==> src/sv/pli_pkg.sv <==
// ----------------------------------------------------------------------------
// pli_pkg
// Shared types and constants for the piecewise linear interpolator.
// ----------------------------------------------------------------------------
package pli_pkg;

  // Command codes of an input word
  localparam logic CMD_LOAD  = 1'b0;
  localparam logic CMD_QUERY = 1'b1;

  // Fewest breakpoints that make a segment
  localparam logic [8:0] MIN_POINTS = 9'd2;

  // Depth of the queue between front and back
  localparam int QDEPTH = 2;

  // Saturation limits of a signed Q16.16 result
  localparam logic signed [31:0] Y_MAX = 32'sh7FFF_FFFF;
  localparam logic signed [31:0] Y_MIN = 32'sh8000_0000;

  // Register byte addresses (paddr[2] picks the register)
  localparam logic REG_POINTS_IN_USE = 1'b0;

  // Number of multiply-divide steps (one per bit of the slope magnitude)
  localparam int MD_STEPS = 33;

  // Classified word carried from front to back
  typedef struct packed {
    logic               cmd;
    logic               few;   // query with too few points in use
    logic [7:0]         idx;
    logic signed [31:0] x;
    logic [31:0]        y;
  } item_t;

endpackage

==> src/sv/pli_front.sv <==
// ----------------------------------------------------------------------------
// pli_front
// Accepts input words, drops loads to slots beyond the table and marks
// queries that have too few points to interpolate.
// ----------------------------------------------------------------------------
module pli_front
  import pli_pkg::*;
#(
  parameter int MAX_POINTS = 256,
  parameter int AW         = $clog2(MAX_POINTS)
) (
  input  logic               push,
  output logic               full,
  input  logic               in_command,
  input  logic [7:0]         in_point_index,
  input  logic signed [31:0] in_x_value,
  input  logic signed [31:0] in_y_value,
  input  logic [8:0]         pts_in_use,
  input  logic               q_full,
  output logic               q_wr,
  output item_t              q_item,
  output logic [AW-1:0]      last_idx
);

  logic [31:0] cnt_ext;
  logic [31:0] n_sat;
  logic        slot_ok;

  // Clamp the point count to the table depth
  assign cnt_ext  = {23'd0, pts_in_use};
  assign n_sat    = (cnt_ext > 32'(MAX_POINTS)) ? 32'(MAX_POINTS) : cnt_ext;
  assign last_idx = AW'(n_sat - 32'd1);

  assign slot_ok = ({24'd0, in_point_index} < 32'(MAX_POINTS));

  assign full = q_full;

  always_comb begin
    q_item.cmd = in_command;
    q_item.few = (pts_in_use < MIN_POINTS);
    q_item.idx = in_point_index;
    q_item.x   = in_x_value;
    q_item.y   = in_y_value;
  end

  // Drop loads aimed past the table
  assign q_wr = push && !q_full && ((in_command == CMD_QUERY) || slot_ok);

endmodule

==> config.mk <==
export PLATFORM = sky130hd
export DESIGN_NAME = pli_front
export DESIGN_NICKNAME = d
export VERILOG_FILES = /design/src/sv/pli_pkg.sv /design/src/sv/pli_front.sv
export SDC_FILE = /design/constraint.sdc
export NUM_CORES = 1
export LEC_CHECK = 0
export CAP_MARGIN = 20
export CORE_AREA = 2 2 64 66
export DETAILED_ROUTE_END_ITERATION = 16
export DIE_AREA = 0 0 66 68
export DONT_BUFFER_PORTS = 1
export PLACE_DENSITY = 0.39
export SLEW_MARGIN = 30
export SYNTH_ARGS = -nofsm -noshare
export SYNTH_HDL_FRONTEND = slang
export SYNTH_SLANG_ARGS = --single-unit
==> constraint.sdc <==
create_clock -name vclk -period 2.33
set_input_delay 0.1165 -clock vclk [all_inputs]
set_output_delay 0.1165 -clock vclk [all_outputs]
set_load 0.05 [all_outputs]
**Word level (Yosys, flattened, before mapping)**

Cells that the tools add are included.

- Muxes and demuxes: 1
- Reductions and logical operators: 2
- $add $sub $neg: 1
- Magnitude comparators: 2

Operators by type and width:

| cell | number |
|---|---|
| 9-bit greater-than comparator, second input constant | 1 |
| 9-bit by 2-bit less-than comparator with 1-bit output, second input constant | 1 |
| 8-bit 2-to-1 mux | 1 |
| 8-bit by 1-bit subtractor with 8-bit output, second input constant | 1 |
| 1-bit logical AND | 1 |
| 1-bit zero test | 1 |

- Logic and storage cells: 6
- Bits of input ports: 84
- Register bits: 0
- Output and inout port bits: 84

**Longest topological paths before layout**

- Word-level depth: 3
- Mapped depth: 5
- Mapped depth without buffers: 4

**Least setup slack after synthesis**

Ideal clock, no wire load.

- Path kind: input -> output
- Start point: input pts_in_use[8]
- End point: output last_idx[6]
- Path slack: -0.059 ns
- Cell stages on the path: 5
- Arrival time: 2.272 ns
- Cell sequence: clkbuf_1 > nand2b_1 > ha_1 > and3_1 > nor3_1

- Word-level cells in the longest chain between the ends: 3

Ends and longest elaborated chain:

| element | line | RTL |
|---|---|---|
| from (decl) | pli_front.sv:18 | `input logic [8:0] pts_in_use,` |
| 9-bit greater-than comparator | pli_front.sv:31 | `assign n_sat = (cnt_ext > 32'(MAX_POINTS)) ? 32'(MAX_POINTS) : cnt_ext;` |
| 8-bit 2-to-1 mux | pli_front.sv:31 |  |
| 8-bit by 1-bit subtractor with 8-bit output | pli_front.sv:32 | `assign last_idx = AW'(n_sat - 32'd1);` |
| to (decl) | pli_front.sv:22 | `output logic [AW-1:0] last_idx` |

No other way between the ends.

**Worst setup path in the final report**

- Start point: input pts_in_use[8]
- End point: output last_idx[4]

Same word-level chain as after synthesis.

==> metrics.txt <==
gpl congestion=0.5693; post-place setup slack=0.7239 ns; Initial Util=19.73%; antenna violations before repair=0; TritonRoute pass-1 iters=4; Lkg Pwr=0.08682 nW; post-synthesis compound-gate area fraction=3.454%; Yosys top cell area share=73.03%; Post CTS Setup Buffer Count=0; antenna cell count=0; synth warn=0; global route total overflow=0; commonest non-fill, non-tap cell in the layout=nand2b_1; layout cells sized above 1=14.71%; post_cts resized=0; Tmin final=1.574 ns; post-synthesis simple-gate area fraction=18.09%; GRT Overall Usage=5.836%; Worst-Margin Slew=0.9277 ns; I/O pins=168; post-synthesis cell type count=19; Die Wd=66 um; die area=4488 um2; Slew Limit Headroom=38.02%; Final Hold Viols=0; Worst setup SP type=input port; xor and xnor area share after synthesis=2.303%; setup slack after layout=0.7563 ns; GRT Max-Usage Layer=met2; core box area=3856 um2; Avg WL per Cell=20.40 um; GR Layer Usage met3=8.388%; first-pass GRT wire length=1925 um; vias in the first global route=317; status=completed; post-synth top area cell=buf_4; largest cells by area after synthesis=buf_4, nand2b_1, nor3_1; multiplexer share of the synthesized area=0%; met1 Usage GRT=2.637%; final setup fails=0; MaxCap Viol Count=0; Final nets=121; worst-path maximum fanout=11; count of non-filler cells in the finished layout=84; port buffer count=0; clk_buf instances=0; Syn Std Cell Area=760.7 um2; Syn Area/Cell=7.110 um2; CP Data Required Time=2.21 ns; # placed instances=84; Vias=342; hold slack=0.2330 ns; Crit Path Class=in -> out; crit end category=primary output; Tot Pwr=0.00008174 W; largest family of logic cells by synthesized area=buffers and inverters; DR vias/cell=4.071; sequential cell count=0; DRC violations left=0; commonest non-fill, non-tap cells in the layout=nand2b_1, or3_1, nor3_1, nor2_1, buf_4; Syn Inst Count=107; Synth Area in Adders=1.645%; post-synthesis sequential area ratio=0%; final wirelength=1714 um; largest net degree at the start of global routing=12; total power density per cell area=284.0 nW/um2; unrepaired setup endpoints after global routing=no; Final Max Tran Viols=0; flip-flop and latch area=0 um2; hold_buf cts=0; Final TNS setup=0 ns; Max rail drop VDD=0.02096 mV; Fmax=0.6354 GHz; area grow syn2layout=-62.17%; Hold Crit Class=in -> out; Post-DRT Antenna Nets=0; DIE HEIGHT=68 um; # fillers=474; Initial DRC Count=1; Row Count=23; Syn Nets=192; arrival time at the worst endpoint=1.46 ns; GRT met2 Usage=8.965%; Final Cycle Share=67.54%
[final cells by class]
class                           instances  area (um2)  share of cell area (%)
Tap cell                               50       62.56                   21.74
Multi-Input combinational cell         30       198.9                   69.13
Timing Repair Buffer                    3       22.52                   7.826
Inverter                                1       3.754                   1.304
[worst paths after layout]
check / to / cells past startpoint / from / slack [ns]
max: last_idx[4] / 5 / pts_in_use[8] / 0.76
min: q_item[10] / 0 / in_y_value[10] / 0.23
[report_power, final]
group / leakage, nW / internal (W) / total [W] / switching [W]
registers: 0 / 0 / 0 / 0
logic: 0.0868 / 0.0000213 / 0.0000817 / 0.0000604
clock network: 0 / 0 / 0 / 0
total: 0.0868 / 0.0000213 / 0.0000817 / 0.0000604
[layer usage]
metal	wire [um]	part of all wire, %	vias up
li1	-	-	123
met1	304	18	137
met2	739	43	62
met3	555	32	20
met4	114	6.7	0
met5	0	0	-
[worst max-delay path, stage by stage]
cell,delay [ns]
nand2b_1,0.41
ha_1,0.40
nor3b_1,0.16
o21ai_1,0.15
buf_4,0.22
[kinds of logic (layout without fill, tap and decap cells)]
group | after synthesis | after routing
xor+xnor | 2 | 2
simple gates | 23 | 23
fa+ha+maj | 1 | 1
compound gates | 4 | 4
buf+inv | 77 | 4
[synth_stat cells]
cell	number
xor2_1	1
inv_1	1
or4_4	1
nand2b_1	5
o21a_1	1
o31a_1	1
ha_1	1
nor2_1	3
o21ai_1	1
nor2b_1	2
nor3b_1	1
and3_1	2
xnor2_1	1
nor3_1	4
buf_4	74
o21ai_0	1
nor4_1	2
clkbuf_1	2
or3_1	3
[metrics by stage]
step                area (um2)  utilization [%]
finish                   287.8            7.463
global route             287.8            7.463
CTS                      287.8            7.463
detailed placement       287.8            7.463
global placement         287.8            7.463
floorplan                765.7                -
Power figures use the tool's default switching activity.
