**config.mk**
```make
export PLATFORM = sky130hd
export DESIGN_NAME = pli_fifo
export DESIGN_NICKNAME = d
export VERILOG_FILES = /design/src/sv/pli_pkg.sv /design/src/sv/pli_fifo.sv
export SDC_FILE = /design/constraint.sdc
export NUM_CORES = 1
export LEC_CHECK = 0
export CELL_PAD_IN_SITES_DETAIL_PLACEMENT = 1
export CELL_PAD_IN_SITES_GLOBAL_PLACEMENT = 1
export CORE_MARGIN = 2
export CORE_UTILIZATION = 30
export CTS_BUF_LIST = sky130_fd_sc_hd__clkbuf_8
export DETAILED_ROUTE_END_ITERATION = 6
export DONT_BUFFER_PORTS = 1
export PLACE_DENSITY_LB_ADDON = 0.1
export SYNTH_ARGS = -nofsm -noshare
export SYNTH_HDL_FRONTEND = slang
export SYNTH_SLANG_ARGS = --single-unit
```
**constraint.sdc**
```tcl
create_clock -name clk -period 4.4 [get_ports clk]
set_input_delay 0.44 -clock clk [delete_from_list [all_inputs] [get_ports clk]]
set_output_delay 0.44 -clock clk [all_outputs]
set_load 0.05 [all_outputs]
```
**src/sv/pli_pkg.sv**
```systemverilog
// ----------------------------------------------------------------------------
// pli_pkg
// Shared types and constants for the piecewise linear interpolator.
// ----------------------------------------------------------------------------
package pli_pkg;

  // Command codes of an input word
  localparam logic CMD_LOAD  = 1'b0;
  localparam logic CMD_QUERY = 1'b1;

  // Fewest breakpoints that make a segment
  localparam logic [8:0] MIN_POINTS = 9'd2;

  // Depth of the queue between front and back
  localparam int QDEPTH = 2;

  // Saturation limits of a signed Q16.16 result
  localparam logic signed [31:0] Y_MAX = 32'sh7FFF_FFFF;
  localparam logic signed [31:0] Y_MIN = 32'sh8000_0000;

  // Register byte addresses (paddr[2] picks the register)
  localparam logic REG_POINTS_IN_USE = 1'b0;

  // Number of multiply-divide steps (one per bit of the slope magnitude)
  localparam int MD_STEPS = 33;

  // Classified word carried from front to back
  typedef struct packed {
    logic               cmd;
    logic               few;   // query with too few points in use
    logic [7:0]         idx;
    logic signed [31:0] x;
    logic [31:0]        y;
  } item_t;

endpackage

```
**src/sv/pli_fifo.sv**
```systemverilog
// ----------------------------------------------------------------------------
// pli_fifo
// Short queue of classified words between the front and the back.
// ----------------------------------------------------------------------------
module pli_fifo
  import pli_pkg::*;
(
  input  logic  clk,
  input  logic  rst_n,
  input  logic  wr_en,
  input  item_t wr_item,
  output logic  full,
  input  logic  rd_en,
  output item_t rd_item,
  output logic  empty
);

  localparam int QAW = (QDEPTH > 1) ? $clog2(QDEPTH) : 1;
  localparam int CW  = $clog2(QDEPTH + 1);

  item_t          mem_r [QDEPTH];
  logic [QAW-1:0] wp_r, wp_nxt;
  logic [QAW-1:0] rp_r, rp_nxt;
  logic [CW-1:0]  cnt_r, cnt_nxt;
  logic           do_wr, do_rd;

  assign full  = (cnt_r == CW'(QDEPTH));
  assign empty = (cnt_r == '0);
  assign do_wr = wr_en && !full;
  assign do_rd = rd_en && !empty;
  assign rd_item = mem_r[rp_r];

  always_comb begin
    wp_nxt  = wp_r;
    rp_nxt  = rp_r;
    cnt_nxt = cnt_r;
    if (do_wr) begin
      wp_nxt = (wp_r == QAW'(QDEPTH - 1)) ? '0 : wp_r + 1'b1;
    end
    if (do_rd) begin
      rp_nxt = (rp_r == QAW'(QDEPTH - 1)) ? '0 : rp_r + 1'b1;
    end
    if (do_wr && !do_rd) begin
      cnt_nxt = cnt_r + 1'b1;
    end else if (do_rd && !do_wr) begin
      cnt_nxt = cnt_r - 1'b1;
    end
  end

  always_ff @(posedge clk) begin
    if (!rst_n) begin
      wp_r  <= '0;
      rp_r  <= '0;
      cnt_r <= '0;
    end else begin
      wp_r  <= wp_nxt;
      rp_r  <= rp_nxt;
      cnt_r <= cnt_nxt;
    end
  end

  always_ff @(posedge clk) begin
    if (do_wr) begin
      mem_r[wp_r] <= wr_item;
    end
  end

endmodule

```
==> Word-level counts from Yosys, hierarchy flattened <==
Memories as Yosys holds them, arrays and structs flattened. A register that Yosys moved wholly into a read port is not among the register bits.
Index checks and enable logic that the tools add are counted.
{ "op_classes": {"add_sub_neg": 4, "eq_ne": 1, "muxes": 8, "n_reduce_logical": 10} }
{ "op_table": {"columns": ["op", "n"], "rows": [
  ["1-bit two-way mux", 6],
  ["1-bit logical AND", 4],
  ["1-bit logical NOT", 4],
  ["2-bit two-way mux", 2],
  ["1-bit adder (second input constant)", 2],
  ["2-bit by 1-bit adder with 2-bit output (second input constant)", 1],
  ["2-bit equality test (second input constant)", 1],
  ["2-bit logical NOT", 1],
  ["2-bit nonzero test", 1],
  ["2-bit by 1-bit subtractor with 2-bit output (second input constant)", 1]
]} }
{ "word_totals": {"regBits": 4, "mem_bits_rw": 148, "in_bits": 78, "out_inout_bits": 76, "wordCells": 27, "n_memories": 1} }
{ "memory_table": {"columns": ["name", "words", "width", "read_ports", "rd_clocked_by_memory_dff", "wr", "line", "rtl"], "rows": [
  ["mem_r", 2, 74, 1, 1, 1, "pli_fifo.sv:21", "item_t mem_r [QDEPTH];"]
]} }

==> Logic depth before layout (Yosys ltp) <==
Gate-level depths: netlist of run 1.
{ "logic_depth": {"ltp_word": 7, "ltp_mapped": 7, "depth_no_buf": 7} }

==> Worst setup path after synthesis of run 1 <==
No wires, ideal clock.
{ "synth_path": {"path_kind": "register -> register", "startpoint": "register cnt_r[0]", "endpoint": "memory mem_r[0][0] in the netlist's numbering (enable)", "setup_time_ns": 0.494, "arrival_ns": 3.584, "required_ns": 3.906, "path_slack_ns": 0.322, "stages_incl_launch_ff": 4, "path_buffers": 0, "synth_period_minus_slack_ns": 4.078, "cell_sequence": "dfxtp_1 -> nand2b_1 -> inv_2 -> nor3_2"} }
{ "synth_via": {"elab_chain_len": 5} }
{ "synth_rtl": {"columns": ["item", "line", "rtl"], "rows": [
  ["start, declared", "pli_fifo.sv:24", "logic [CW-1:0] cnt_r, cnt_nxt;"],
  ["start signal, assigned", "pli_fifo.sv:58", "cnt_r <= cnt_nxt;"],
  ["2-bit equality test", "pli_fifo.sv:27", "assign full = (cnt_r == CW'(QDEPTH));"],
  ["named net full", "pli_fifo.sv:12", "output logic full,"],
  ["1-bit logical NOT", "pli_fifo.sv:29", "assign do_wr = wr_en && !full;"],
  ["1-bit logical AND", "pli_fifo.sv:29", null],
  ["1-bit two-way mux", "pli_fifo.sv:63", "if (do_wr) begin"],
  ["1-bit two-way mux (not written as such)", "pli_fifo.sv:64", "mem_r[wp_r] <= wr_item;"],
  ["end, declared", "pli_fifo.sv:21", null]
]} }
The timed path passes the listed nets, and every way through them passes these cells.

==> results.yml, run 1 <==
run_status:
  outcome: "complete, no violations"
synth:
  ys_seq_area_share_pct: 81.6
  yosys_warnings: 0
  synth_adder_area_share_pct: 0.225
  syn_area_mm2: 0.00557
  postSynthAreaPerCell_um2: 21.8
  ys_types: 21
  synth-compound-area-share_pct: 0.584
  yosysTopAreaCell: "edfxtp_1"
  synth-xor-area-share_pct: 0.472
  synth_simple_gate_area_share_pct: 0.989
  syn_inst: 255
  synth_top_area_share_pct: 79.8
  ys_ff_latch: 153
  syn_nets: 334
  synth_top_family_by_area: "multiplexers"
  ys_top_cells_by_area: "edfxtp_1, mux2_2, dfxtp_1, buf_4, and2_1"
  muxShareOfSynthArea_pct: 15.0
hold_path:
  hold_class: "input pin to flip-flop"
timing:
  finalClockSkew_ns: 0.00824
  grt_setup_unrepaired: "no"
  tightest_slew_ns: 1.08
  setup_violations: 0
  fin_crit_ns: 2.51
  fmax_ghz: 0.399
  drv_slew: 0
  finalHoldViolations: 0
  relSlewSlack_pct: 27.9
  finalCritPeriodShare_pct: 56.9
  setup_slack_ns: 1.89
  tns_ns: 0
critical_path:
  end_kind: "primary output"
  cpMaxStageDelayCell: "dfxtp_4"
  crit_path_start_kind: "flip-flop"
  worst_ep_required_time_ns: 3.96
  crit_path_max_incr_delay_ns: 1.03
  crit_chain: "mux2_2"
  crit_family: "flip-flops"
  criticalPathCategory: "flip-flop to primary output"
  crit_buf_inv: 0
  crit_arrival_ns: 2.07
  critPathMaxFanout: 74
routing:
  vias: 2298
  antenna_left: 0
  routed_wl_um: 10100
  drc: 0
  wl_per_cell_um: 19.8
  firstDrtPassIters: 3
  drt_iter0_drc: 96
  via_per_inst: 4.51
cts:
  cts_root_buffer: "clkbuf_8"
  cts_tree: "built"
  cts.path.max_buffers: 2
  cts_max_level: 4
  clock_sinks: 153
  post_cts_resized: 0
  cts_setup_buffers: 0
  holdBufCountCts: 0
  clk_pin_slew_worst_paths_ns: 0.08
  cts_buffers: 17
  clkLatencyLatePin_ns: 0.43
cells_and_area:
  fin_nets: 347
  post_layout_nonfiller_instances: 509
  mostFrequentLayoutCells: "edfxtp_1, mux2_2, clkbuf_8"
  final_common_cell: "edfxtp_1"
  diodes: 0
  syn_to_final_growth_pct: 11.7
  layout-drive-gt1-share_pct: 38.6
  fillers: 1775
die:
  core_area_mm2: 0.0181
  fp.dieH_um: 140
  initial_utilization_pct: 30.8
  die_x_um: 140
  num_rows: 49
  dieArea_mm2: 0.0197
  ioPinCount: 154
global_route:
  antenna_found_initial: 0
  grt_pass1_wl_um: 15200
  grt_max_degree: 75
  grt_pass1_vias: 2446
  grt.overflow.total: 0
  grtUsageTotal_pct: 10.5
place:
  place_inst: 478
  hpwl_um: 6120
  io_buffers: 0
  pre_cts_slack_ns: 2.28
  gp_congestion: 0.673
job:
  maxCapViolCount: 0
power:
  p_leak_nw: 1.96
  power.density_mw_per_mm2: 708
  ir_worst_vdd_uv: 274
==> per-layer routing <==
metal	part of all wire (%)	wire length (µm)	track usage [%]	vias up
li1	-	-	-	1026
met1	39	3910	12.3	1158
met2	47	4780	15.5	103
met3	13	1260	6.84	11
met4	1.3	134	4.15	0
met5	0	0	0	-
==> cells by family after synthesis <==
logic type      Yosys count
buf+inv                  10
simple gates              9
flops                   153
fa+ha+maj                 1
xor+xnor                  3
mux                      74
compound gates            5
==> worst register-to-register path: stages (launching register included) <==
cell and delay [ns]:
dfxtp_1 0.42, nand2b_1 0.19, and3_4 0.92
==> through the flow <==
step                      power [mW]  cell area, µm²  hold slack [ns]  utilization (%)
after floorplan                 3.26            5570            0.483                -
after global placement          3.40            5830            0.512             32.2
after detailed placement        3.41            5830            0.530             32.2
after CTS                       4.50            6220           0.0470             34.4
after global routing            4.60            6220           0.0506             34.4
final                           4.40            6220           0.0974             34.4
==> power by group <==
group	total [mW]	switching, mW	internal, mW
Sequential	1.98	0.143	1.83
Clock	1.06	0.512	0.552
Combinational	1.37	1.07	0.293
==> synth_stat cells <==
cell type and instances:
edfxtp_1 148, o21ai_1 1, inv_1 1, xnor2_1 2
or3_1 1, xor2_1 1, inv_2 1, nand2b_1 1
a21boi_1 1, nor2_1 2, o21a_1 1, and3_1 1
nor3_2 1, ha_1 1, mux2_2 74, buf_4 6
dfxtp_1 5, o21ai_0 1, a21boi_0 1, buf_2 2
and2_1 3
==> state kept, by name, indices dropped and copies added, names as in the netlist, named ones only <==
name / count
rp_r: 1
cnt_r: 2
mem_r: 148
wp_r: 1
==> cell type report <==
class                   instances  area (µm²)  share of cell area, %
inverters                       2        7.51                  0.121
flip-flops and latches        153        4550                   73.1
clock buffers                  17         234                   3.76
repair buffers                  2        15.0                  0.241
multi-input cells              92         971                   15.6
well taps                     229         287                   4.61
clock inverters                14         158                   2.53
==> worst paths after layout <==
kind	cells past startpoint	endpoint	from	slack (ns)
hold / removal	0	mem_r[1][65]	wr_item[65]	0.1
setup reg to reg	2	mem_r[1][17]	cnt_r[0]	2.44
setup / recovery	1	rd_item[39]	flip-flop	1.89
hold reg to reg	2	cnt_r[1]	cnt_r[1]	0.54
Power figures use the tool's default switching activity.
==> run 2: changes to the inputs <==
==> constraint.sdc (replaced) <==
create_clock -name clk -period 2.6 [get_ports clk]
set_input_delay 0.26 -clock clk [delete_from_list [all_inputs] [get_ports clk]]
set_output_delay 0.26 -clock clk [all_outputs]
set_load 0.05 [all_outputs]
==> run 2 against run 1 <==
First-iteration DRC count rose by 2.1%. Total power rose by 70%. Final area grew 13%. Combinational power up 92%. Worst hold slack got worse by 0.0081 ns. Final cell count increased by 15%. Sequential share of layout area decreased by 8.3 points. Clock-buffer cell count stayed put. Sequential power increased by 63%. Sequential cell count unchanged. Register-to-register slack got worse by 1.6 ns.
==> results.yml, run 2 (synthesis results as in run 1) <==
die:
  fp.dieH_um: 140
  initial_utilization_pct: 30.8
  dieArea_mm2: 0.0197
  core_area_mm2: 0.0181
  die_x_um: 140
  ioPinCount: 154
  num_rows: 49
critical_path:
  reg2reg_from: "cnt_r[0]"
  criticalPathCategory: "flip-flop to primary output"
  crit_path_start_kind: "flip-flop"
  crit_chain: "buf_12 > mux2_2"
  end_kind: "primary output"
  rrSetupSlack_ns: 0.88
  worst_ep_required_time_ns: 2.34
  critPathMaxFanout: 32
  r2r-end: "mem_r[1][52]"
  crit_path_max_incr_delay_ns: 0.58
  cpMaxStageDelayCell: "dfxtp_4"
  crit_arrival_ns: 1.80
  reg2reg_depth: 3
cts:
  clkLatencyLatePin_ns: 0.43
  cts_buffers: 17
  post_cts_resized: 0
  cts_root_buffer: "clkbuf_8"
  cts_tree: "built"
  cts.path.max_buffers: 2
  clock_sinks: 153
  clk_pin_slew_worst_paths_ns: 0.08
  cts_max_level: 4
  cts_setup_buffers: 0
place:
  hpwl_um: 6620
  gp_congestion: 0.645
  io_buffers: 0
  placed_area_mm2: 0.00592
cells_and_area:
  final_area_mm2: 0.00702
  fin_util_pct: 38.8
  fillers: 1770
  largest_register_ffs: 148
  fin_nets: 427
  layout-drive-gt1-share_pct: 31.3
  top_regs: "mem_r (148), cnt_r (2)"
  final_common_cell: "edfxtp_1"
  mostFrequentLayoutCells: "edfxtp_1, dlygate4sd3_1, mux2_2"
  diodes: 0
  largest_register: "mem_r"
  syn_to_final_growth_pct: 26.1
routing:
  firstDrtPassIters: 4
  routed_wl_um: 10700
  antenna_left: 0
  drc: 0
  wl_per_cell_um: 18.2
  drt_iter0_drc: 98
  via_per_inst: 4.47
  vias: 2625
timing:
  tns_ns: 0
  finalHoldViolations: 0
  drv_slew: 0
  grt_setup_unrepaired: "no"
  fin_crit_ns: 2.06
  relSlewSlack_pct: 40.8
  finalClockSkew_ns: 0.00828
  setup_violations: 0
  tightest_slew_ns: 0.885
  fmax_ghz: 0.485
  finalCritPeriodShare_pct: 79.3
power:
  p_leak_nw: 2.30
  power.density_mw_per_mm2: 1070
  ir_worst_vdd_uv: 596
global_route:
  grt.overflow.total: 0
  grt_max_degree: 64
  grtUsageTotal_pct: 11.2
  antenna_found_initial: 0
  grt_pass1_wl_um: 16400
  grt_pass1_vias: 2873
hold_path:
  whs_path_depth: 2
  hold_class: "input pin to flip-flop"
  hold_path_end: "wp_r"
  worstHoldStart: "wr_en"
run_status:
  outcome: "complete, no violations"
job:
  maxCapViolCount: 0
run 2: cell count changes in the layout (fill, tap and decap cells not counted), moves of 2 or more:
cell,change
buf_12,+3
clkinvlp_4,-2
buf_4,+2
dlygate4sd3_1,+75
run 2: layout make-up:
| class | count | area (µm²) | share of cell area (%) |
|---|---|---|---|
| clock buffer | 17 | 234 | 3.33 |
| clock inverter | 12 | 113 | 1.60 |
| inverter | 2 | 15.0 | 0.214 |
| multi-input combinational | 92 | 978 | 13.9 |
| sequential | 153 | 4550 | 64.8 |
| tap | 229 | 287 | 4.08 |
| timing repair buffer | 82 | 841 | 12.0 |
run 2: how the worst max path moves through the flow:
| stage | slack [ns] | startpoint | cells past startpoint | endpoint |
|---|---|---|---|---|
| finish | 0.54 | flip-flop | 2 | rd_item[34] |
| global route | 0.40 | flip-flop | 2 | rd_item[34] |
| CTS | 0.44 | flip-flop | 2 | rd_item[2] |
| detailed placement | 0.82 | cnt_r[0] | 3 | mem_r[1][21] |
| global placement | 0.87 | cnt_r[0] | 3 | mem_r[1][21] |
| floorplan | -0.23 | cnt_r[0] | 3 | mem_r[0][0] |
run 2: stage by stage:
stage               hold WS, ns  setup WS, ns  total power [mW]  instances
floorplan                 0.359        -0.227              5.53        255
global placement          0.359         0.867              5.86        483
detailed placement        0.359         0.824              5.87        483
CTS                      0.0380         0.440              7.65        587
global route             0.0533         0.400              7.84        587
finish                   0.0893         0.537              7.50        587
run 2: timing repair:
action | 4_1_cts | 5_1_grt
endpoints found under the hold margin | 153 | 0
hold buffers | 75 | 0
setup endpoints to repair | 0 | 0
run 2: worst max-delay path, delay by kind of cell, from the launching register on:
| kind | cells | cell delay [ns] |
|---|---|---|
| flops | 1 | 0.58 |
| buf+inv | 1 | 0.27 |
| mux | 1 | 0.50 |
run 2: per-layer routing:
layer	vias to the layer above	track usage, %	share of wire [%]
li1	1189	-	-
met1	1331	13.1	41
met2	97	18.0	50
met3	8	5.44	8.4
met4	0	4.31	1.1
met5	-	0	0
run 2: where the power goes:
part	switching (mW)	internal, mW	total, mW
Clock	0.823	0.819	1.64
Combinational	1.99	0.638	2.63
Sequential	0.134	3.10	3.23
Total	2.95	4.55	7.50
