[src/sv/pli_pkg.sv]
// ----------------------------------------------------------------------------
// pli_pkg
// Shared types and constants for the piecewise linear interpolator.
// ----------------------------------------------------------------------------
package pli_pkg;

  // Command codes of an input word
  localparam logic CMD_LOAD  = 1'b0;
  localparam logic CMD_QUERY = 1'b1;

  // Fewest breakpoints that make a segment
  localparam logic [8:0] MIN_POINTS = 9'd2;

  // Depth of the queue between front and back
  localparam int QDEPTH = 2;

  // Saturation limits of a signed Q16.16 result
  localparam logic signed [31:0] Y_MAX = 32'sh7FFF_FFFF;
  localparam logic signed [31:0] Y_MIN = 32'sh8000_0000;

  // Register byte addresses (paddr[2] picks the register)
  localparam logic REG_POINTS_IN_USE = 1'b0;

  // Number of multiply-divide steps (one per bit of the slope magnitude)
  localparam int MD_STEPS = 33;

  // Classified word carried from front to back
  typedef struct packed {
    logic               cmd;
    logic               few;   // query with too few points in use
    logic [7:0]         idx;
    logic signed [31:0] x;
    logic [31:0]        y;
  } item_t;

endpackage

[src/sv/pli_back.sv]
// ----------------------------------------------------------------------------
// pli_back
// Executes queued words: writes breakpoints, scans segments for a query and
// runs a bit-serial multiply-divide for the interpolated value.
// ----------------------------------------------------------------------------
module pli_back
  import pli_pkg::*;
#(
  parameter int MAX_POINTS = 256,
  parameter int AW         = $clog2(MAX_POINTS)
) (
  input  logic               clk,
  input  logic               rst_n,
  input  item_t              head,
  input  logic               head_vld,
  output logic               head_pop,
  input  logic [AW-1:0]      last_idx,
  output logic               tab_we,
  output logic [AW-1:0]      tab_waddr,
  output logic [AW-1:0]      tab_raddr,
  input  logic [31:0]        x_rdata,
  input  logic [31:0]        y_rdata,
  input  logic               res_free,
  output logic               res_we,
  output logic signed [31:0] res_y,
  output logic               res_nd
);

  typedef enum logic [6:0] {
    S_IDLE = 7'b0000001,
    S_LAST = 7'b0000010,
    S_HEAD = 7'b0000100,
    S_SCAN = 7'b0001000,
    S_MDIV = 7'b0010000,
    S_FIN  = 7'b0100000,
    S_DONE = 7'b1000000
  } st_t;

  st_t                state_r, state_nxt;
  logic signed [31:0] x_r, x_nxt;
  logic [AW-1:0]      idx_r, idx_nxt;
  logic signed [31:0] px_r, px_nxt;
  logic signed [31:0] py_r, py_nxt;
  logic signed [31:0] y1_r, y1_nxt;
  logic [32:0]        mag_r, mag_nxt;
  logic               neg_r, neg_nxt;
  logic [31:0]        t_r, t_nxt;
  logic [31:0]        den_r, den_nxt;
  logic [33:0]        q_r, q_nxt;
  logic [31:0]        rem_r, rem_nxt;
  logic [5:0]         cnt_r, cnt_nxt;
  logic signed [31:0] ry_r, ry_nxt;
  logic               rnd_r, rnd_nxt;

  logic signed [31:0] xd, yd;
  logic signed [32:0] dy;
  logic [33:0]        r2;
  logic [34:0]        e1, e2;
  logic signed [34:0] sum;

  assign xd = $signed(x_rdata);
  assign yd = $signed(y_rdata);
  assign dy = 33'(yd) - 33'(py_r);

  // One restoring step: take one slope bit, subtract the span up to twice
  assign r2 = {1'b0, rem_r, 1'b0} + (mag_r[32] ? {2'b00, t_r} : 34'd0);
  assign e1 = {1'b0, r2} - {3'b000, den_r};
  assign e2 = {1'b0, r2} - {2'b00, den_r, 1'b0};

  assign sum = neg_r ? (35'(y1_r) - $signed({1'b0, q_r}))
                     : (35'(y1_r) + $signed({1'b0, q_r}));

  assign tab_waddr = AW'({{AW{1'b0}}, head.idx});
  assign res_y     = ry_r;
  assign res_nd    = rnd_r;

  always_comb begin
    state_nxt = state_r;
    x_nxt     = x_r;
    idx_nxt   = idx_r;
    px_nxt    = px_r;
    py_nxt    = py_r;
    y1_nxt    = y1_r;
    mag_nxt   = mag_r;
    neg_nxt   = neg_r;
    t_nxt     = t_r;
    den_nxt   = den_r;
    q_nxt     = q_r;
    rem_nxt   = rem_r;
    cnt_nxt   = cnt_r;
    ry_nxt    = ry_r;
    rnd_nxt   = rnd_r;
    head_pop  = 1'b0;
    tab_we    = 1'b0;
    res_we    = 1'b0;
    tab_raddr = idx_r + 1'b1;

    case (state_r)
      S_IDLE: begin
        tab_raddr = last_idx;
        if (head_vld) begin
          head_pop = 1'b1;
          if (head.cmd == CMD_LOAD) begin
            tab_we = 1'b1;
          end else if (head.few) begin
            ry_nxt    = '0;
            rnd_nxt   = 1'b1;
            state_nxt = S_DONE;
          end else begin
            x_nxt     = head.x;
            state_nxt = S_LAST;
          end
        end
      end
      S_LAST: begin
        tab_raddr = last_idx;
        state_nxt = S_HEAD;
      end
      S_HEAD: begin
        tab_raddr = '0;
        idx_nxt   = '0;
        if (x_r > xd) begin
          ry_nxt    = '0;
          rnd_nxt   = 1'b1;
          state_nxt = S_DONE;
        end else begin
          state_nxt = S_SCAN;
        end
      end
      S_SCAN: begin
        if (idx_r == '0) begin
          if (x_r < xd) begin
            ry_nxt    = '0;
            rnd_nxt   = 1'b1;
            state_nxt = S_DONE;
          end else begin
            px_nxt  = xd;
            py_nxt  = yd;
            idx_nxt = idx_r + 1'b1;
          end
        end else if ((x_r >= px_r) && (x_r <= xd)) begin
          if (px_r == xd) begin
            ry_nxt    = '0;
            rnd_nxt   = 1'b1;
            state_nxt = S_DONE;
          end else begin
            y1_nxt    = py_r;
            neg_nxt   = dy[32];
            mag_nxt   = dy[32] ? 33'(-dy) : 33'(dy);
            t_nxt     = 32'(33'(x_r) - 33'(px_r));
            den_nxt   = 32'(33'(xd) - 33'(px_r));
            q_nxt     = '0;
            rem_nxt   = '0;
            cnt_nxt   = '0;
            state_nxt = S_MDIV;
          end
        end else if (idx_r == last_idx) begin
          ry_nxt    = '0;
          rnd_nxt   = 1'b1;
          state_nxt = S_DONE;
        end else begin
          px_nxt  = xd;
          py_nxt  = yd;
          idx_nxt = idx_r + 1'b1;
        end
      end
      S_MDIV: begin
        mag_nxt = {mag_r[31:0], 1'b0};
        cnt_nxt = cnt_r + 1'b1;
        if (!e2[34]) begin
          rem_nxt = e2[31:0];
          q_nxt   = {q_r[32:0], 1'b0} + 34'd2;
        end else if (!e1[34]) begin
          rem_nxt = e1[31:0];
          q_nxt   = {q_r[32:0], 1'b0} + 34'd1;
        end else begin
          rem_nxt = r2[31:0];
          q_nxt   = {q_r[32:0], 1'b0};
        end
        if (cnt_r == 6'(MD_STEPS - 1)) begin
          state_nxt = S_FIN;
        end
      end
      S_FIN: begin
        // Saturate the sum back to 32 bits
        if (sum > 35'(Y_MAX)) begin
          ry_nxt = Y_MAX;
        end else if (sum < 35'(Y_MIN)) begin
          ry_nxt = Y_MIN;
        end else begin
          ry_nxt = sum[31:0];
        end
        rnd_nxt   = 1'b0;
        state_nxt = S_DONE;
      end
      S_DONE: begin
        if (res_free) begin
          res_we    = 1'b1;
          state_nxt = S_IDLE;
        end
      end
      default: begin
        state_nxt = S_IDLE;
      end
    endcase
  end

  always_ff @(posedge clk) begin
    if (!rst_n) begin
      state_r <= S_IDLE;
    end else begin
      state_r <= state_nxt;
    end
  end

  always_ff @(posedge clk) begin
    x_r   <= x_nxt;
    idx_r <= idx_nxt;
    px_r  <= px_nxt;
    py_r  <= py_nxt;
    y1_r  <= y1_nxt;
    mag_r <= mag_nxt;
    neg_r <= neg_nxt;
    t_r   <= t_nxt;
    den_r <= den_nxt;
    q_r   <= q_nxt;
    rem_r <= rem_nxt;
    cnt_r <= cnt_nxt;
    ry_r  <= ry_nxt;
    rnd_r <= rnd_nxt;
  end

endmodule

[config.mk]
export PLATFORM = sky130hd
export DESIGN_NAME = pli_back
export DESIGN_NICKNAME = d
export VERILOG_FILES = /design/src/sv/pli_pkg.sv /design/src/sv/pli_back.sv
export SDC_FILE = /design/constraint.sdc
export NUM_CORES = 1
export LEC_CHECK = 0
export ABC_AREA = 1
export ABC_CLOCK_PERIOD_IN_PS = 9920
export BUFFER_PORTS_ARGS = -buffer_cell sky130_fd_sc_hd__buf_2
export CAP_MARGIN = 20
export CORE_MARGIN = 1.5
export CORE_UTILIZATION = 57
export DETAILED_ROUTE_END_ITERATION = 8
export GPL_TIMING_DRIVEN = 0
export HOLD_SLACK_MARGIN = 0.08
export PLACE_DENSITY = 0.84
export SYNTH_ARGS = -nofsm -noshare
export SYNTH_HDL_FRONTEND = slang
export SYNTH_SLANG_ARGS = --single-unit
[constraint.sdc]
create_clock -name clk -period 9.92 [get_ports clk]
set_input_delay 0.496 -clock clk [delete_from_list [all_inputs] [get_ports clk]]
set_output_delay 0.496 -clock clk [all_outputs]
set_load 0.02 [all_outputs]
### Word level (Yosys, flattened, before mapping)

Cells that the tools add are included.

* register bits after elaboration: 346
* input port bits: 150
* output and inout port bits: 52
* logic and storage cells: 156

* $add $sub $neg: 13
* magnitude comparators: 6
* eq/ne operators: 28
* muxes and demuxes: 78
* bitwise gates (word level): 3
* reductions and logical operators: 13

Operators with widths (number)
* $mux 32: 25
* $mux 34: 5
* $mux 33: 4
* $pmux 32 s4: 1
* $mux 7: 11
* $pmux 34 s2: 1
* $pmux 33 s2: 1
* $pmux 32 s2: 1
* $sub 32x32->32: 2
* $pmux 7 s7: 1
* $add 32x35->35: 1
* $gt 35x32->1 const B: 1
* $lt 35x32->1 const B: 1
* $mux 35: 1
* $sub 32x35->35: 1
* $sub 34x32->35: 1
* $sub 34x33->35: 1
* $add 33x32->34: 1
* $add 34x1->34 const B: 1
* $add 34x2->34 const B: 1
* $neg 33->33: 1
* $sub 32x32->33: 1
* $eq 32x32->1: 1
* $ge 32x32->1: 1
* 32 further kinds: 75

### Longest topological paths before layout

* depth in word-level cells: 7
* mapped depth: 36
* gate-level depth less buffers: 34

### Worst setup path after synthesis

Ideal clock, no wire load.

* kind: reg2reg
* start point: reg px_r[0]
* end point: reg cnt_r[0] (enable)
* library setup time: 467 ps
* data arrival time: 4476 ps
* data required time: 9453 ps
* setup slack: 4976 ps
* cell stages (with the launch flop): 15
* buffers on the path: 0
* clock period less this slack: 4944 ps
* path through: edfxtp_1 > ha_1 > fa_1 > nor2_1 > nor2_1 > o21ai_1 > nand2_1 > nand2_1 > nand2_1 > nand3_1 > nand2_1 > nand2_1 > nand4_1 > or2_2 > nand2_1

* cells in the longest elaborated chain, start to end: 4
* elaborated cells on any way between the ends: 6

Ends and longest elaborated chain
* from (decl): RTL line pli_back.sv:42 `logic signed [31:0] px_r, px_nxt;`
* from (signal assigned): RTL line pli_back.sv:219 `px_r <= px_nxt;`
* $ge 32x32->1: RTL line pli_back.sv:141 `end else if ((x_r >= px_r) && (x_r <= xd)) begin`
* $logic_and 1x1->1: RTL line pli_back.sv:141
* $ne 2x2->1 (no line)
* $reduce_and 4->1 (no line) (*)
* to (signal assigned): RTL line pli_back.sv:228 `cnt_r <= cnt_nxt;`
* to (decl): RTL line pli_back.sv:51 `logic [5:0] cnt_r, cnt_nxt;`

Mark *: on every way between the ends. The rest lies on a longest branch, timed or not.
A chain may end at the register's enable or synchronous reset.

### Final worst setup path

* start point: reg mag_r[32]
* end point: reg rem_r[20] (data pin)

* cells in the longest elaborated chain, start to end: 6
* elaborated cells on any way between the ends: 7

Ends and longest elaborated chain
* from (decl): RTL line pli_back.sv:45 `logic [32:0] mag_r, mag_nxt;`
* from (signal assigned): RTL line pli_back.sv:222 `mag_r <= mag_nxt;`
* $mux 32 (*): RTL line pli_back.sv:66 `assign r2 = {1'b0, rem_r, 1'b0} + (mag_r[32] ? {2'b00, t_r} : 34'd0);`
* $add 33x32->34 (*): RTL line pli_back.sv:66
* $sub 34x32->35: RTL line pli_back.sv:67 `assign e1 = {1'b0, r2} - {3'b000, den_r};`
* $mux 32: RTL line pli_back.sv:173 `end else if (!e1[34]) begin`
* $mux 32 (*): RTL line pli_back.sv:170 `if (!e2[34]) begin`
* $pmux 32 s2 (*): RTL line pli_back.sv:98 `case (state_r)`
* to (signal assigned): RTL line pli_back.sv:227 `rem_r <= rem_nxt;`
* to (decl): RTL line pli_back.sv:50 `logic [31:0] rem_r, rem_nxt;`

Marked as above.

==> flow_summary.toml <==
[detailed_routing]
detail_route.wl_per_cell_um = 17.4
totalWireLength_um = 87800
antenna_left = 0
vias = 28600
drc_errors = 0
via_per_inst = 5.66
drt_iter0_drc = 3123
first_pass_iters = 6

[finish]
area_growth_syn_to_layout_pct = 10.8
final_cell_area_mm2 = 0.0334
fillers = 4543
fin_util_pct = 63.7
nNetsFinal = 4753
layout-drive-gt1-share_pct = 7.10
multiInputGateArea_mm2 = 0.0169
final-seq-area_mm2 = 0.0103

[timing]
max_freq_mhz = 147
fin_skew_ns = 0.0229
whs_ns = 0.0975
final-hold-violation-count = 0
setup_tns_ns = 0
rsz0062_at_grt = "false"
worstMarginPinSlew_ns = 1.11
relSlewSlack_pct = 26.2
period_share_pct = 68.6
setup_viol = 0
maxSlewViolCount = 0
period_needed_ns = 6.81

[synth]
netlist_instances = 4111
yosysWarnings = 0
ys_ff_latch = 346
synth_edf_count = 339
synth.avg_cell_area_um2 = 7.33
synth_cell_types = 60
syn-num-nets = 4531
synthArstFlopShare_pct = 0
synth_area_mm2 = 0.0301
synth_seq_area_share_pct = 34.3
ys.flop_type = "edfxtp_1"

[floorplan]
start_util_pct = 57.4
fp.dieH_um = 233
num_rows = 84
io_pins = 202
core_mm2 = 0.0524
die_area_mm2 = 0.0542
die_x_um = 233

[global_routing]
grt_use_total_pct = 32.0
grt_pass1_wl_um = 136000
grt_pass1_vias = 26300
gr-total-overflow = 0
antenna_found_initial = 7
grt_max_degree = 67

[worst_setup_path]
slowest_delay_ns = 0.68
slowest_stage = "o21ai_0"
critical_path_class = "register to register"
cp_common_cell = "nand2_1"
crit_path_end_kind = "register"
startpoint_type = "register"
crit_arrival_ns = 7.14
required_ns = 10.25
critical_path.max_fanout = 10

[clocking]
cts_buffer_depth = 3
clock-root-buffer = "clkbuf_16"
worstSkewPairLatency_ns = 0.58
post_cts_resized = 0
numCtsBuffers = 40
cts_tree = "yes"
cts.sinks = 346
htree_levels = 2
clk_pin_slew_ns = 0.07

[power_and_ir_drop]
power_leakage_nw = 16.6
ir_worst_vdd_mv = 0.186
total_power_w = 0.00362
power.density_mw_per_mm2 = 108

[run_status]
status = "completed"

[job]
drv_cap = 0

[place]
gp_congestion = 0.989
port_buffers = 161
hpwl_um = 70300
placed_cell_area_mm2 = 0.0319

[hold_path]
worstHoldPathType = "input pin to register"
## cells in the mapped netlist (all sizes together) (27+ instances only)
master	count	share of area, %
a21o	38	0.95
a21oi	314	5.2
a31oi	36	0.75
buf	37	0.76
clkbuf	31	0.39
edfxtp	339	34
ha	263	11
inv	682	8.5
nand2	1039	13
nand3	246	4.1
nand4	60	1.3
nor2	377	4.8
nor3	70	1.2
nor4	27	0.58
o21ai	194	3.3
xnor2	67	1.9
xor2	165	4.8
## cells by family (layout without fill, tap and decap cells)
| family | count (synthesis) | in the layout | synth area share [%] |
|---|---|---|---|
| AO/OA/AOI/OAI | 655 | 655 | 12.1 |
| XOR/XNOR | 232 | 232 | 6.75 |
| buffers and inverters | 751 | 1004 | 9.66 |
| other | 0 | 5 | 0 |
| flip-flops | 346 | 346 | 34.3 |
| adder cells (fa/ha/maj) | 270 | 270 | 11.4 |
| AND/OR/NAND/NOR | 1857 | 1857 | 25.9 |
## sequential cells by signal, indices dropped and copies added, names as in the netlist
| name | count |
|---|---|
| rem_r | 32 |
| state_r | 7 |
| py_r | 32 |
| res_nd | 1 |
| den_r | 32 |
| x_r | 32 |
| neg_r | 1 |
| q_r | 34 |
| t_r | 32 |
| idx_r | 8 |
| res_y | 32 |
| y1_r | 32 |
| px_r | 32 |
| mag_r | 33 |
| cnt_r | 6 |
## metrics by stage
| step | setup slack (ns) | std cells |
|---|---|---|
| after floorplan | 4.98 | 4111 |
| after global placement | 3.21 | 4960 |
| after detailed placement | 3.31 | 4966 |
| after CTS | 3.30 | 5052 |
| after global routing | 2.80 | 5057 |
| final | 3.11 | 5057 |
## cells in the final DEF, fill, tap and decap left out, types with 67 or more instances in the layout
cell type | Yosys | final
o21ai_0 | 177 | 177
nand3_1 | 243 | 243
nand2_1 | 1032 | 1030
xor2_1 | 165 | 165
nor2_1 | 372 | 372
buf_2 | 22 | 183
xnor2_1 | 67 | 67
ha_1 | 263 | 263
inv_1 | 678 | 677
nor3_1 | 68 | 67
a21oi_1 | 312 | 312
edfxtp_1 | 339 | 339
## worst max-delay path, delay by kind of cell, from the launching register on
family / cells / cell delay [ns]
simple gates: 12 / 1.64
buf+inv: 8 / 1.35
fa+ha+maj: 3 / 0.92
xor+xnor: 1 / 0.36
flops: 1 / 0.52
compound gates: 6 / 1.78
## final cells by class
cell class,count,share of cell area (%)
inverter,683,7.68
clock buffer,49,3.16
antenna,5,0.0375
tap,688,2.58
multi-input combinational,3014,50.7
clock inverter,24,0.806
timing repair buffer,180,3.14
sequential,346,30.9
buffer,68,1.04
## routing by layer
layer  routed length [um]  vias to the layer above  GRT usage (%)
met4                 2810                        2           10.3
met5                   13                        -              0
met2                38200                     1358           50.2
met3                 8140                      186           4.77
li1                     -                    14000              -
met1                38600                    13100           45.1
## final timing paths
kind,from,to,slack (ns),depth (start not counted)
worst max register to register,mag_r[32],rem_r[20],3.11,30
worst max-delay path,mag_r[32],rem_r[20],3.11,30
worst min-delay path,head[32],x_r[0],0.1,1
worst min register to register,py_r[20],y1_r[20],0.44,0
## power breakdown
part	switching (W)	leakage, nW	internal (W)	total [W]
logic	0.000311	12.9	0.000158	0.000469
registers	0.0000102	2.98	0.00164	0.00165
clock network	0.000633	0.654	0.000872	0.00150
total	0.000953	16.6	0.00267	0.00362
## repair_timing
action / CTS / global route
hold buffers: 13 / 0
setup buffers: 0 / 0
hold endpoints to repair: 13 / 0
Note: power is estimated with default switching activity, not from simulation.
